==> src/hw/rtl/rbd_pkg.sv <==
// Types, operation codes and status codes for the ring buffer deque.
`default_nettype none

package rbd_pkg;

  localparam int DEPTH_DEF       = 16;
  localparam int TOKEN_WIDTH_DEF = 32;

  localparam int OP_W     = 3;
  localparam int VALUE_W  = 32;
  localparam int POS_W    = 4;
  localparam int COUNT_W  = 5;
  localparam int STATUS_W = 2;

  localparam logic [OP_W-1:0] OP_PUSH_FRONT = 3'd0;
  localparam logic [OP_W-1:0] OP_PUSH_BACK  = 3'd1;
  localparam logic [OP_W-1:0] OP_POP_FRONT  = 3'd2;
  localparam logic [OP_W-1:0] OP_POP_BACK   = 3'd3;
  localparam logic [OP_W-1:0] OP_READ_AT    = 3'd4;
  localparam logic [OP_W-1:0] OP_CLEAR      = 3'd5;

  localparam logic [STATUS_W-1:0] ST_OK    = 2'd0;
  localparam logic [STATUS_W-1:0] ST_FULL  = 2'd1;
  localparam logic [STATUS_W-1:0] ST_EMPTY = 2'd2;
  localparam logic [STATUS_W-1:0] ST_RANGE = 2'd3;

  typedef struct packed {
    logic [OP_W-1:0]    op;
    logic [VALUE_W-1:0] value;
    logic [POS_W-1:0]   position;
  } cmd_t;

  typedef struct packed {
    logic [VALUE_W-1:0]  read_data;
    logic [COUNT_W-1:0]  count;
    logic                is_empty;
    logic                is_full;
    logic [STATUS_W-1:0] status;
  } result_t;

  // Response stage between the controller and the top level.
  typedef struct packed {
    logic                done;
    logic                rd_sel;
    logic [COUNT_W-1:0]  count;
    logic                is_empty;
    logic                is_full;
    logic [STATUS_W-1:0] status;
  } resp_t;

endpackage

`default_nettype wire

==> src/hw/rtl/ring_buffer_deque_top.sv <==
// Top level of the ring buffer deque: controller plus ring store RAM.
`default_nettype none

// Ring buffer deque of DEPTH token words. The block takes one item in every
// clock cycle: busy stays low, so an item is accepted whenever start is high.
// Each item yields exactly one result, in the cycle after acceptance, shown on
// result for that single cycle with done high; the receiver cannot stall and
// must take the result in that cycle. The result is registered, like the read
// port of the ring store RAM, which serves read_at. Head
// pointer and entry count live in flip-flops and are updated at acceptance,
// and a push writes the RAM at the same edge, so a read_at in the very next
// cycle already sees the new entry. Clear only resets pointer and count; the
// stored words stay in the RAM but are no longer reachable. read_data is zero
// for every result except a successful read_at.
module ring_buffer_deque_top #(
  parameter int DEPTH       = rbd_pkg::DEPTH_DEF,
  parameter int TOKEN_WIDTH = rbd_pkg::TOKEN_WIDTH_DEF
) (
  input  logic             clk,
  input  logic             rst,
  input  logic             start,
  input  rbd_pkg::cmd_t    cmd,
  output logic             busy,
  output logic             done,
  output rbd_pkg::result_t result
);
  import rbd_pkg::*;

  localparam int AW = $clog2(DEPTH);

  logic                   accept;
  logic                   we;
  logic [AW-1:0]          waddr;
  logic [AW-1:0]          raddr;
  logic [TOKEN_WIDTH-1:0] wdata;
  logic [TOKEN_WIDTH-1:0] rdata;
  resp_t                  resp;

  // Every operation completes without a wait state: never hold off an item.
  assign busy   = 1'b0;
  assign accept = start && !busy;

  rbd_ctrl #(
    .DEPTH       (DEPTH),
    .TOKEN_WIDTH (TOKEN_WIDTH)
  ) u_ctrl (
    .clk    (clk),
    .rst    (rst),
    .accept (accept),
    .cmd    (cmd),
    .we     (we),
    .waddr  (waddr),
    .wdata  (wdata),
    .raddr  (raddr),
    .resp   (resp)
  );

  rbd_ram #(
    .WIDTH (TOKEN_WIDTH),
    .DEPTH (DEPTH)
  ) u_store (
    .clk   (clk),
    .we    (we),
    .waddr (waddr),
    .wdata (wdata),
    .raddr (raddr),
    .rdata (rdata)
  );

  // Drive the result from the response stage; pass RAM data only on a hit.
  assign done             = resp.done;
  assign result.read_data = resp.rd_sel ? VALUE_W'(rdata) : '0;
  assign result.count     = resp.count;
  assign result.is_empty  = resp.is_empty;
  assign result.is_full   = resp.is_full;
  assign result.status    = resp.status;

endmodule

`default_nettype wire

==> src/hw/rtl/rbd_ram.sv <==
// Generic single-write, single-read RAM with registered read data.
`default_nettype none

module rbd_ram #(
  parameter int WIDTH = rbd_pkg::TOKEN_WIDTH_DEF,
  parameter int DEPTH = rbd_pkg::DEPTH_DEF,
  localparam int AW = $clog2(DEPTH)
) (
  input  logic             clk,
  input  logic             we,
  input  logic [AW-1:0]    waddr,
  input  logic [WIDTH-1:0] wdata,
  input  logic [AW-1:0]    raddr,
  output logic [WIDTH-1:0] rdata
);

  logic [WIDTH-1:0] mem [DEPTH];

  always_ff @(posedge clk) begin
    if (we) begin
      mem[waddr] <= wdata;
    end
    rdata <= mem[raddr];
  end

endmodule

`default_nettype wire

==> src/hw/rtl/rbd_ctrl.sv <==
// Head pointer, entry count and RAM address logic of the ring buffer deque.
`default_nettype none

module rbd_ctrl #(
  parameter int DEPTH       = rbd_pkg::DEPTH_DEF,
  parameter int TOKEN_WIDTH = rbd_pkg::TOKEN_WIDTH_DEF,
  localparam int AW = $clog2(DEPTH)
) (
  input  logic                   clk,
  input  logic                   rst,
  input  logic                   accept,
  input  rbd_pkg::cmd_t          cmd,
  output logic                   we,
  output logic [AW-1:0]          waddr,
  output logic [TOKEN_WIDTH-1:0] wdata,
  output logic [AW-1:0]          raddr,
  output rbd_pkg::resp_t         resp
);
  import rbd_pkg::*;

  localparam int CW   = $clog2(DEPTH + 1);
  localparam int CMPW = (CW > POS_W) ? CW : POS_W;
  localparam int XW   = (CW > COUNT_W) ? CW : COUNT_W;

  logic [AW-1:0] head;
  logic [AW-1:0] head_next;
  logic [CW-1:0] count;
  logic [CW-1:0] count_next;

  logic [STATUS_W-1:0] status;
  logic                rd_sel;
  logic                full;
  logic                empty;
  logic                in_range;
  logic [CMPW-1:0]     pos_x;
  logic [CMPW-1:0]     cnt_x;
  logic [XW-1:0]       cnt_out;
  logic [AW-1:0]       head_dec;
  logic [AW-1:0]       head_inc;

  // Ring index of base + off, with off never above DEPTH.
  function automatic logic [AW-1:0] wrap_add(logic [AW-1:0] base, logic [CW-1:0] off);
    logic [CW:0] sum;
    sum = (CW+1)'(base) + (CW+1)'(off);
    if (sum >= (CW+1)'(DEPTH)) begin
      sum = sum - (CW+1)'(DEPTH);
    end
    return sum[AW-1:0];
  endfunction

  assign full     = (count == CW'(DEPTH));
  assign empty    = (count == '0);
  assign pos_x    = CMPW'(cmd.position);
  assign cnt_x    = CMPW'(count);
  assign in_range = (pos_x < cnt_x);
  assign head_dec = (head == '0) ? AW'(DEPTH - 1) : head - AW'(1);
  assign head_inc = wrap_add(head, CW'(1));
  assign wdata    = TOKEN_WIDTH'(cmd.value);
  assign raddr    = wrap_add(head, pos_x[CW-1:0]);

  always_comb begin
    head_next  = head;
    count_next = count;
    we         = 1'b0;
    waddr      = head_dec;
    status     = ST_OK;
    rd_sel     = 1'b0;
    unique case (cmd.op)
      OP_PUSH_FRONT: begin
        if (full) begin
          status = ST_FULL;
        end else begin
          head_next  = head_dec;
          count_next = count + CW'(1);
          we         = accept;
        end
      end
      OP_PUSH_BACK: begin
        waddr = wrap_add(head, count);
        if (full) begin
          status = ST_FULL;
        end else begin
          count_next = count + CW'(1);
          we         = accept;
        end
      end
      OP_POP_FRONT: begin
        if (empty) begin
          status = ST_EMPTY;
        end else begin
          head_next  = head_inc;
          count_next = count - CW'(1);
        end
      end
      OP_POP_BACK: begin
        if (empty) begin
          status = ST_EMPTY;
        end else begin
          count_next = count - CW'(1);
        end
      end
      OP_READ_AT: begin
        if (in_range) begin
          rd_sel = 1'b1;
        end else begin
          status = ST_RANGE;
        end
      end
      OP_CLEAR: begin
        head_next  = '0;
        count_next = '0;
      end
      default: begin
      end
    endcase
  end

  assign cnt_out = XW'(count_next);

  always_ff @(posedge clk) begin
    if (rst) begin
      head      <= '0;
      count     <= '0;
      resp.done <= 1'b0;
    end else begin
      resp.done <= accept;
      if (accept) begin
        head  <= head_next;
        count <= count_next;
      end
    end
    // Result fields; qualified by resp.done.
    resp.rd_sel   <= rd_sel;
    resp.count    <= cnt_out[COUNT_W-1:0];
    resp.is_empty <= (count_next == '0);
    resp.is_full  <= (count_next == CW'(DEPTH));
    resp.status   <= status;
  end

endmodule

`default_nettype wire

==> config.mk <==
export PLATFORM = sky130hd
export DESIGN_NAME = ring_buffer_deque_top
export DESIGN_NICKNAME = d
export VERILOG_FILES = /design/src/hw/rtl/rbd_pkg.sv /design/src/hw/rtl/ring_buffer_deque_top.sv /design/src/hw/rtl/rbd_ram.sv /design/src/hw/rtl/rbd_ctrl.sv
export SDC_FILE = /design/constraint.sdc
export NUM_CORES = 1
export LEC_CHECK = 0
export CORE_UTILIZATION = 40
export DETAILED_ROUTE_END_ITERATION = 16
export DONT_BUFFER_PORTS = 1
export GPL_ROUTABILITY_DRIVEN = 0
export GPL_TIMING_DRIVEN = 0
export SYNTH_ARGS = -nofsm -noshare
export SYNTH_HDL_FRONTEND = slang
export SYNTH_SLANG_ARGS = --single-unit
==> constraint.sdc <==
create_clock -name clk -period 5.4 [get_ports clk]
set_input_delay 0.27 -clock clk [delete_from_list [all_inputs] [get_ports clk]]
set_output_delay 0.27 -clock clk [all_outputs]
set_load 0.1 [all_outputs]
==> reports/metrics.yaml <==
tightestPinTransition_ns: 1.355
slew-limit-headroom_pct: 9.016
synth-edff-count: 512
synth_nets: 1199
root_buffer: "clkbuf_16"
grt_max_degree: 24
holdCritPathClass: "primary input to flop"
ys.flop_type: "edfxtp_1"
via_count: 10938
crit_top_cell: "clkbuf_1"
crit_chain: "ha_1 > inv_1 > fa_1 > xor2_1 > clkbuf_1 > clkbuf_1 > nand2_1 > a31oi_1"
post-route-util_pct: 47.02
synth_top_cell_by_area: "edfxtp_1"
cpLargestDelayFamily: "buffers and inverters"
reg2reg_depth: 8
critical_path_class: "flop to flop"
slew_viol_final: 0
yosys.area_share.simple_pct: 5.073
ant_nets: 0
postSynth.asyncResetShare_pct: 0
worst-path-stages: 8
netlist_area_um2: 21950
ctsResizeCount: 0
crit_fanout: 10
final.setup.tns_ns: 0
vias_per_cell: 5.496
clock-sinks: 564
drive_above_1_share_pct: 20.88
numCtsBuffers: 56
track_usage_pct: 17.99
io_pins: 85
die_h_um: 236.3
synth_top_family_by_area: "multiplexers"
grt_pass1_wl_mm: 73.91
clk_pin_slew_worst_paths_ns: 0.07
critPathRequiredTime_ns: 5.86
portBuffers: 0
finalCriticalPeriod_ns: 3.969
synth_area_leaders: "edfxtp_1 (70%), mux4_2 (13%), dfxtp_1 (4.7%), and2_1 (1.9%), nand2_1 (1.4%)"
floorplan.initialDensity_pct: 40.63
detail_route.iter0.violations: 763
ys_seq_area_share_pct: 74.78
slowest_delay_ns: 0.82
die-area_um2: 55820
clock.fmax_mhz: 251.9
dr.pass1.iters: 5
postLayoutCellArea_um2: 25400
grt-ovfl-total: 0
placed_area_um2: 23290
grt_pass1_vias: 11552
grt_setup_unrepaired: "false"
start_kind: "flop"
r2r_start: "u_ctrl.head[0]$_SDFFE_PP0P_"
met2_usage_pct: 29.82
leakagePower_uw: 0.008118
worstSkewPairLatency_ns: 0.62
core-area_um2: 54030
drc: 0
crit_buf_inv: 3
met1_usage_pct: 24.68
synth_seq_cells: 564
status: "finished clean"
reg2reg_to: "u_store.rdata[15]$_DFF_P_"
synth.most_common_cell: "edfxtp_1"
routedWlPerCell_um: 24.59
synth_cell_type_count: 55
grtUsageMet3_pct: 3.382
fin_worst_hold_slack_ns: 0.09152
r2r_slack_ns: 1.43
n_fill_cell: 4527
dieWidth_um: 236.3
startpoint: "u_ctrl.head[0]$_SDFFE_PP0P_"
crit_path_end_kind: "flop"
syn_area_per_cell_um2: 19.22
busiest_layer: "met2"
wl_mm: 48.93
h-tree-depth: 2
power_uw: 9801
setup_violations: 0
cp_slowest_cell: "xor2_1"
cp-endpoint: "u_store.rdata[15]$_DFF_P_"
max-cap-violations: 0
synthAdderAreaFrac_pct: 0.9233
synthMuxAreaShare_pct: 13.37
num_rows: 85
synth_xor_area_share_pct: 0.3591
synth_common_cells: "edfxtp_1 (512), mux4_2 (128), nand2_1 (83)"
fin_nets: 1307
arrival_ns: 4.43
synth-compound-area-share_pct: 3.733
finClkSkew_ns: 0.03984
synth_top_area_share_pct: 70.04
finalHoldViolCount: 0
area_growth_pct: 15.71
hpwl_mm: 30.89
power_density_nw_per_um2: 385.8
antenna_found_initial: 4
peakVddDrop_mv: 0.3045
min_period_over_period_pct: 73.51
syn_inst: 1142
yosysWarnings: 0
clock_path_buffers: 3
cts_tree: "done"
-- report_power, final --
group / switching, uW / total, uW / internal (uW)
sequential: 35.9 / 4910 / 4880
clock: 1620 / 3740 / 2130
combinational: 726 / 1140 / 417
-- worst reg2reg max path: stages (launching register included) --
cell      delay [ns]
dfxtp_1         0.50
ha_1            0.24
inv_1           0.05
fa_1            0.43
xor2_1          0.82
clkbuf_1        0.62
clkbuf_1        0.68
nand2_1         0.11
a31oi_1         0.36
-- worst min path at each step --
stage	depth (start not counted)	start	slack [ns]	to
global placement	0	cmd[9]	0.37	u_store.mem[4][5]$_DFFE_PP_
floorplan	0	cmd[4]	0.37	u_store.mem[0][0]$_DFFE_PP_
CTS	2	rst	0.07	u_ctrl.resp[10]$_SDFF_PP0_
detailed placement	0	cmd[23]	0.37	u_store.mem[5][19]$_DFFE_PP_
global route	3	cmd[37]	0.1	u_ctrl.resp[1]$_DFF_P_
finish	2	rst	0.09	u_ctrl.resp[10]$_SDFF_PP0_
-- area by class of cell --
class | instances | area [um^2] | area share, %
Clock buffer | 71 | 1478 | 5.817
Tap cell | 696 | 870.8 | 3.428
Sequential cell | 564 | 16420 | 64.62
Timing Repair Buffer | 50 | 683.2 | 2.689
Antenna cell | 1 | 2.502 | 0.009851
Inverter | 13 | 48.80 | 0.1921
Buffer | 72 | 335.3 | 1.320
Clock inverter | 30 | 287.8 | 1.133
Multi-Input combinational cell | 493 | 5280 | 20.79
-- flip-flops by register name (all words and copies together), names as in the netlist --
name           flops
u_store.rdata     32
u_ctrl.head        4
u_store.mem      512
u_ctrl.cnt_x       5
u_ctrl.resp       11
-- routing by layer --
metal | vias to the layer above | wire, um
met5 | - | 39
met4 | 6 | 829
met3 | 66 | 2734
met2 | 264 | 23810
met1 | 5779 | 21520
li1 | 4823 | -
-- per-stage QoR --
| stage | setup slack [ns] | cells |
|---|---|---|
| finish | 1.431 | 1990 |
| global route | 1.171 | 1990 |
| CTS | 1.375 | 1989 |
| detailed placement | 1.425 | 1854 |
| global placement | 0.08382 | 1838 |
| floorplan | 2.035 | 1142 |
-- placed cells by master (no fill, tap or decap), drive strengths merged, types with 3 or more instances in the layout --
cell	netlist	routed
edfxtp	512	512
mux4	128	128
clkbuf	42	113
nand2	83	83
and2	65	65
dfxtp	52	52
buf	30	46
a211oi	34	34
a31oi	34	34
dlygate4sd3	0	34
nor2	33	33
clkinv	0	25
inv	13	14
ha	13	13
a21oi	10	10
nand3	7	7
o21ai	7	7
nor3	6	6
nor2b	5	5
nand2b	5	5
xnor2	5	5
nor3b	4	4
mux2i	4	4
xor2	4	4
bufinv	0	4
o211ai	3	3
a32oi	3	3
or3	3	3
a21o	3	3
-- kinds of logic after synthesis --
family	Yosys count
fa+ha+maj	15
simple gates	221
buf+inv	85
xor+xnor	9
other cells	1
mux	133
flops	564
compound gates	114
-- repair_timing --
item,4_1_cts,5_1_grt
hold buffers,34,0
setup endpoints to repair,0,0
setup buffers,0,0
endpoints found under the hold margin,515,0
Note: power is estimated with default switching activity, not from simulation.
